<file path="config.mk">
export PLATFORM = sky130hd
export DESIGN_NAME = excess_code_alu
export DESIGN_NICKNAME = d
export VERILOG_FILES = /design/src/eca_pkg.sv /design/src/eca_cell.sv /design/src/excess_code_alu.sv
export SDC_FILE = /design/constraint.sdc
export NUM_CORES = 2
export LEC_CHECK = 0
export BUFFER_PORTS_ARGS = -buffer_cell sky130_fd_sc_hd__buf_4
export CAP_MARGIN = 20
export CORE_ASPECT_RATIO = 0.9
export CORE_MARGIN = 2
export CORE_UTILIZATION = 29
export CTS_BUF_LIST = sky130_fd_sc_hd__clkbuf_8
export DETAILED_ROUTE_END_ITERATION = 6
export PLACE_DENSITY = 0.52
export SETUP_SLACK_MARGIN = 0.05
export SYNTH_ARGS = -nofsm -noshare
export SYNTH_HDL_FRONTEND = slang
export SYNTH_HIERARCHICAL = 1
export SYNTH_SLANG_ARGS = --single-unit
</file>
<file path="constraint.sdc">
create_clock -name clk_i -period 65.5 [get_ports clk_i]
set_input_delay 6.55 -clock clk_i [delete_from_list [all_inputs] [get_ports clk_i]]
set_output_delay 6.55 -clock clk_i [all_outputs]
set_load 0.01 [all_outputs]
</file>
<file path="src/eca_pkg.sv">
package eca_pkg;

  localparam int unsigned DefaultWidth = 16;
  localparam int unsigned OpWidth      = 3;

  localparam logic [OpWidth-1:0] OpAdd = 3'd0;
  localparam logic [OpWidth-1:0] OpSub = 3'd1;
  localparam logic [OpWidth-1:0] OpMul = 3'd2;
  localparam logic [OpWidth-1:0] OpDiv = 3'd3;
  localparam logic [OpWidth-1:0] OpRem = 3'd4;

endpackage

</file>
<file path="src/eca_cell.sv">
// One bit step of the chain: a shift-add multiply step and a restoring
// divide step on the same word, registered toward the next cell.
module eca_cell import eca_pkg::*; #(
  parameter int unsigned Width = DefaultWidth,
  parameter int unsigned Step  = 0
) (
  input  logic                clk_i,
  input  logic                rst_ni,
  input  logic                en_i,
  input  logic                valid_i,
  input  logic [OpWidth-1:0]  op_i,
  input  logic [Width-1:0]    code_i,
  input  logic                neg_a_i,
  input  logic                neg_b_i,
  input  logic [Width-1:0]    ma_i,
  input  logic [Width-1:0]    mb_i,
  input  logic [Width-1:0]    prod_i,
  input  logic [Width-1:0]    quo_i,
  input  logic [Width-1:0]    rem_i,
  output logic                valid_o,
  output logic [OpWidth-1:0]  op_o,
  output logic [Width-1:0]    code_o,
  output logic                neg_a_o,
  output logic                neg_b_o,
  output logic [Width-1:0]    ma_o,
  output logic [Width-1:0]    mb_o,
  output logic [Width-1:0]    prod_o,
  output logic [Width-1:0]    quo_o,
  output logic [Width-1:0]    rem_o
);

  localparam int unsigned Bit = Width - 1 - Step;

  logic [Width-1:0] prod_d;
  logic [Width:0]   trial;
  logic [Width:0]   diff;
  logic [Width-1:0] rem_d;
  logic [Width-1:0] quo_d;
  logic             valid_q;
  logic [OpWidth-1:0] op_q;
  logic [Width-1:0] code_q, ma_q, mb_q, prod_q, quo_q, rem_q;
  logic             neg_a_q, neg_b_q;

  // Multiply: add the multiplicand shifted by this cell's bit of the multiplier.
  always_comb begin
    prod_d = prod_i;
    if (mb_i[Step]) begin
      prod_d = prod_i + (ma_i << Step);
    end
  end

  // Divide: bring down the next dividend bit, subtract when it fits.
  always_comb begin
    trial = {rem_i, ma_i[Bit]};
    diff  = trial - {1'b0, mb_i};
    quo_d = quo_i;
    if (!diff[Width]) begin
      rem_d      = diff[Width-1:0];
      quo_d[Bit] = 1'b1;
    end else begin
      rem_d = trial[Width-1:0];
    end
  end

  always_ff @(posedge clk_i or negedge rst_ni) begin
    if (!rst_ni) begin
      valid_q <= 1'b0;
    end else if (en_i) begin
      valid_q <= valid_i;
    end
  end

  always_ff @(posedge clk_i) begin
    if (en_i) begin
      op_q    <= op_i;
      code_q  <= code_i;
      neg_a_q <= neg_a_i;
      neg_b_q <= neg_b_i;
      ma_q    <= ma_i;
      mb_q    <= mb_i;
      prod_q  <= prod_d;
      quo_q   <= quo_d;
      rem_q   <= rem_d;
    end
  end

  assign valid_o = valid_q;
  assign op_o    = op_q;
  assign code_o  = code_q;
  assign neg_a_o = neg_a_q;
  assign neg_b_o = neg_b_q;
  assign ma_o    = ma_q;
  assign mb_o    = mb_q;
  assign prod_o  = prod_q;
  assign quo_o   = quo_q;
  assign rem_o   = rem_q;

endmodule

</file>
<file path="src/excess_code_alu.sv">
// Excess-coded ALU, operands and result in offset binary (value plus 2^(WIDTH-1)).
// Input channel s_axis: tuser carries the operation (0 add, 1 subtract,
// 2 multiply, 3 divide, 4 remainder, others give 0), tdata carries
// operand_a in the low half and operand_b above it. Output channel m_axis:
// tdata carries the coded result, one word per input word, in order.
// The word passes through WIDTH registered bit cells; the operand decode sits
// before the first cell and the re-encode after the last one.
// Throughput is one word per cycle: every cell advances each cycle in which
// the output register is empty or being taken.
// Division truncates toward zero, the remainder takes the dividend's sign;
// a zero divisor gives an all-ones quotient magnitude and the dividend as
// remainder.
// Stall: when m_axis_tready is low while the output holds a word, the
// whole chain holds and s_axis_tready falls; no word is lost.
// Reset: rst_ni clears all valid flags; the chain comes up empty.
module excess_code_alu import eca_pkg::*; #(
  parameter int unsigned WIDTH = DefaultWidth
) (
  input  logic                  clk_i,
  input  logic                  rst_ni,
  input  logic                  s_axis_tvalid,
  output logic                  s_axis_tready,
  // tdata: operand_a, operand_b (lowest bit up)
  input  logic [2*WIDTH-1:0]    s_axis_tdata,
  // tuser: req_type
  input  logic [OpWidth-1:0]    s_axis_tuser,
  output logic                  m_axis_tvalid,
  input  logic                  m_axis_tready,
  // tdata: result
  output logic [WIDTH-1:0]      m_axis_tdata
);

  localparam logic [WIDTH-1:0] TopBit = {1'b1, {(WIDTH-1){1'b0}}};

  logic                 en;
  logic [WIDTH-1:0]     a, b;
  logic [WIDTH:0]       valid_c;
  logic [OpWidth-1:0]   op_c    [WIDTH+1];
  logic [WIDTH-1:0]     code_c  [WIDTH+1];
  logic                 neg_a_c [WIDTH+1];
  logic                 neg_b_c [WIDTH+1];
  logic [WIDTH-1:0]     ma_c    [WIDTH+1];
  logic [WIDTH-1:0]     mb_c    [WIDTH+1];
  logic [WIDTH-1:0]     prod_c  [WIDTH+1];
  logic [WIDTH-1:0]     quo_c   [WIDTH+1];
  logic [WIDTH-1:0]     rem_c   [WIDTH+1];
  logic [WIDTH-1:0]     mag;
  logic                 neg;
  logic [WIDTH-1:0]     res_d;

  // Advance the chain unless the output word is stalled.
  assign en            = !m_axis_tvalid || m_axis_tready;
  assign s_axis_tready = en;

  assign a = s_axis_tdata[WIDTH-1:0];
  assign b = s_axis_tdata[2*WIDTH-1:WIDTH];

  assign valid_c[0] = s_axis_tvalid;

  // Decode at the chain head; add and subtract finish here and ride along.
  always_comb begin
    op_c[0]    = s_axis_tuser;
    neg_a_c[0] = !a[WIDTH-1];
    neg_b_c[0] = !b[WIDTH-1];
    ma_c[0]    = a[WIDTH-1] ? (a ^ TopBit) : (TopBit - a);
    mb_c[0]    = b[WIDTH-1] ? (b ^ TopBit) : (TopBit - b);
    prod_c[0]  = '0;
    quo_c[0]   = '0;
    rem_c[0]   = '0;
    case (s_axis_tuser)
      OpAdd:   code_c[0] = (a + b) ^ TopBit;
      OpSub:   code_c[0] = (a - b) ^ TopBit;
      default: code_c[0] = '0;
    endcase
  end

  for (genvar i = 0; i < WIDTH; i++) begin : g_cell
    eca_cell #(.Width(WIDTH), .Step(i)) u_cell (
      .clk_i   (clk_i),
      .rst_ni  (rst_ni),
      .en_i    (en),
      .valid_i (valid_c[i]),
      .op_i    (op_c[i]),
      .code_i  (code_c[i]),
      .neg_a_i (neg_a_c[i]),
      .neg_b_i (neg_b_c[i]),
      .ma_i    (ma_c[i]),
      .mb_i    (mb_c[i]),
      .prod_i  (prod_c[i]),
      .quo_i   (quo_c[i]),
      .rem_i   (rem_c[i]),
      .valid_o (valid_c[i+1]),
      .op_o    (op_c[i+1]),
      .code_o  (code_c[i+1]),
      .neg_a_o (neg_a_c[i+1]),
      .neg_b_o (neg_b_c[i+1]),
      .ma_o    (ma_c[i+1]),
      .mb_o    (mb_c[i+1]),
      .prod_o  (prod_c[i+1]),
      .quo_o   (quo_c[i+1]),
      .rem_o   (rem_c[i+1])
    );
  end

  // Re-encode the sign-magnitude result at the chain tail. The restoring
  // divider already yields all ones and the dividend for a zero divisor.
  always_comb begin
    mag = '0;
    neg = neg_a_c[WIDTH] != neg_b_c[WIDTH];
    case (op_c[WIDTH])
      OpMul: mag = prod_c[WIDTH];
      OpDiv: mag = quo_c[WIDTH];
      OpRem: begin
        mag = rem_c[WIDTH];
        neg = neg_a_c[WIDTH];
      end
      default: mag = '0;
    endcase
    case (op_c[WIDTH]) inside
      OpMul, OpDiv, OpRem: res_d = neg ? (TopBit - mag) : (TopBit + mag);
      default:             res_d = code_c[WIDTH];
    endcase
  end

  assign m_axis_tvalid = valid_c[WIDTH];
  assign m_axis_tdata  = res_d;

`ifndef SYNTHESIS
  a_stall_hold: assert property (@(posedge clk_i) disable iff (!rst_ni)
    m_axis_tvalid && !m_axis_tready |=> m_axis_tvalid && $stable(m_axis_tdata))
    else $error("output word changed while stalled");
  a_ready_link: assert property (@(posedge clk_i) disable iff (!rst_ni)
    s_axis_tready == (!m_axis_tvalid || m_axis_tready))
    else $error("input ready not tied to output stall");
  a_accept_ahead: assert property (@(posedge clk_i) disable iff (!rst_ni)
    s_axis_tvalid && s_axis_tready |=> valid_c[1])
    else $error("accepted word missing in first cell");
`endif

endmodule

</file>
==> impl_metrics.csv <==
group,metric,value,unit
die,pin_count,57,
global_route,track_usage,11.1,%
setup_path,crit_path_max_fanout,39,
clocking,cts_root_buf,"clkbuf_8",
routing,detail_route.wl_per_cell,15.8,µm
routing,vias,40300,
layout,nNetsFinal,5927,
sta,drv_slew,0,
sta,rsz0062_at_grt,"false",
clocking,cts_resized,0,
die,row_count,173,
die,die_w,529,µm
global_route,grt_start_max_net_pins,191,
routing,avgViaCountPerCell,4.49,
yosys,synth_cells,5154,
routing,postRouteAntennaNets,0,
setup_path,crit_arrival,7.30,ns
routing,drc,0,
global_route,grt_pass1_vias,41000,
placement,portBuffers,56,
layout,layout-drive-gt1-share,14.1,%
flow_run,maxCapViolations,0,
yosys,syn-cell-area,72000,µm²
setup_path,crit_type,"input port to output pin",
routing,dr.pass1.iters,6,
sta,tightestPinTransition,1.01,ns
die,start_util,29.2,%
placement,dpl.hpwl,101,mm
clocking,cts_sinks,1480,
die,die_h,477,µm
run_status,status,"complete, no violations",
setup_path,crit_start,"m_axis_tready",
setup_path,required,58.95,ns
sta,finalHoldViolations,0,
clocking,htreeDepth,4,
sta,fin_crit_sh,21.1,%
global_route,antenna_found_initial,6,
sta,tns,0,ns
clocking,clk_pin_slew,0.06,ns
sta,relSlewSlack,32.7,%
clocking,cts_buffer_depth,3,
setup_path,cp-end-kind,"output pin",
sta,fmax,0.0722,GHz
sta,clock_skew,0.0684,ns
global_route,grt.overflow.total,0,
clocking,postCtsSetupBuffers,0,
global_route,grt_first_pass_wirelength,225,mm
yosys,postSynthAreaPerCell,14.0,µm²
clocking,cts_buffers,235,
hold_path,hold_path.startpoint,"g_cell[14].u_cell/quo_o[6]",
hold_path,hp-class,"register to register",
routing,drtIter0Drc,2265,
setup_path,r2r-start,"g_cell[15].u_cell/valid_o",
layout,syn_to_final_growth,12.5,%
clocking,cts_tree,"yes",
yosys,yosysWarnings,6,
die,core,247000,µm²
setup_path,crit_path_start_kind,"input port",
die,die_area,252000,µm²
clocking,cts-hold-fix-buffers,0,
clocking,clk_latency,0.96,ns
placement,gp_congestion,0.837,
sta,fin_crit,13.85,ns
sta,setup_violations,0,
routing,routed_wl,141,mm
[routing by layer]
metal	vias to the layer above	part of all wire, %	routed length, µm	global-route usage (%)
li1	20100	-	-	-
met1	19300	45	63600	14.1
met2	700	48	68000	18.7
met3	277	4.0	5620	2.15
met4	0	3.0	4230	4.03
met5	-	0	0	0
[critical path, cell delays in order]
cell and delay (ns):
buf_4 0.11, nand2b_4 0.36, buf_4 0.27
[flip-flops by register name, summed over array words and instances (netlist names), 48 cells and up]
name                  cells
g_cell.u_cell/ma_o      120
g_cell.u_cell/rem_o     256
g_cell.u_cell/prod_o    256
g_cell.u_cell/code_o    256
g_cell.u_cell/quo_o     256
g_cell.u_cell/op_o       48
g_cell.u_cell/mb_o      240
[final cells by class]
class / instances / area [µm²]
fill: 24100 / 166000
sequential: 1480 / 44400
multi-input combinational: 3260 / 25800
tap: 3325 / 4160
clock buffer: 237 / 3260
inverter: 393 / 1480
clock inverter: 197 / 1350
timing repair buffer: 78 / 643
antenna: 5 / 12.5
[layout by cell type, fill, tap and decap left out, drive strengths merged, types with 79 or more instances in the layout]
cell and n:
conb 82, nor2 255, ha 408, edfxtp 1464, a21oi 317, clkinv 115, o21a 79, a21o 91
clkbuf 237, o21ai 202, xnor2 220, inv 456, nand2 228, xor2 88, mux2 312
[stage by stage]
stage	utilization, %	instances	hold WS (ns)	setup WS, ns	instance area (µm²)
floorplan	-	5235	0.400	17.18	72300
global placement	30.9	8535	0.400	51.64	76400
detailed placement	31.0	8536	0.405	51.63	76400
CTS	32.8	8970	0.357	51.64	81100
global route	32.8	8973	0.396	51.58	81100
finish	32.8	8975	0.361	51.65	81100
[final timing paths]
path	to	slack, ns	depth (start not counted)
worst max register to register	g_cell[0].u_cell/mb_o[14]	59.74	7
max in group asynchronous	g_cell[3].u_cell/valid_o	59.85	1
min in group asynchronous	g_cell[15].u_cell/valid_o	5.47	1
worst min register to register	g_cell[15].u_cell/quo_o[6]	0.36	0
worst max-delay path	s_axis_tready	51.65	3
worst min-delay path	g_cell[15].u_cell/quo_o[6]	0.36	0
Power is left out: the tool's default activity adds up to more than one toggle a clock period on the data nets, which glitch-free logic cannot reach.
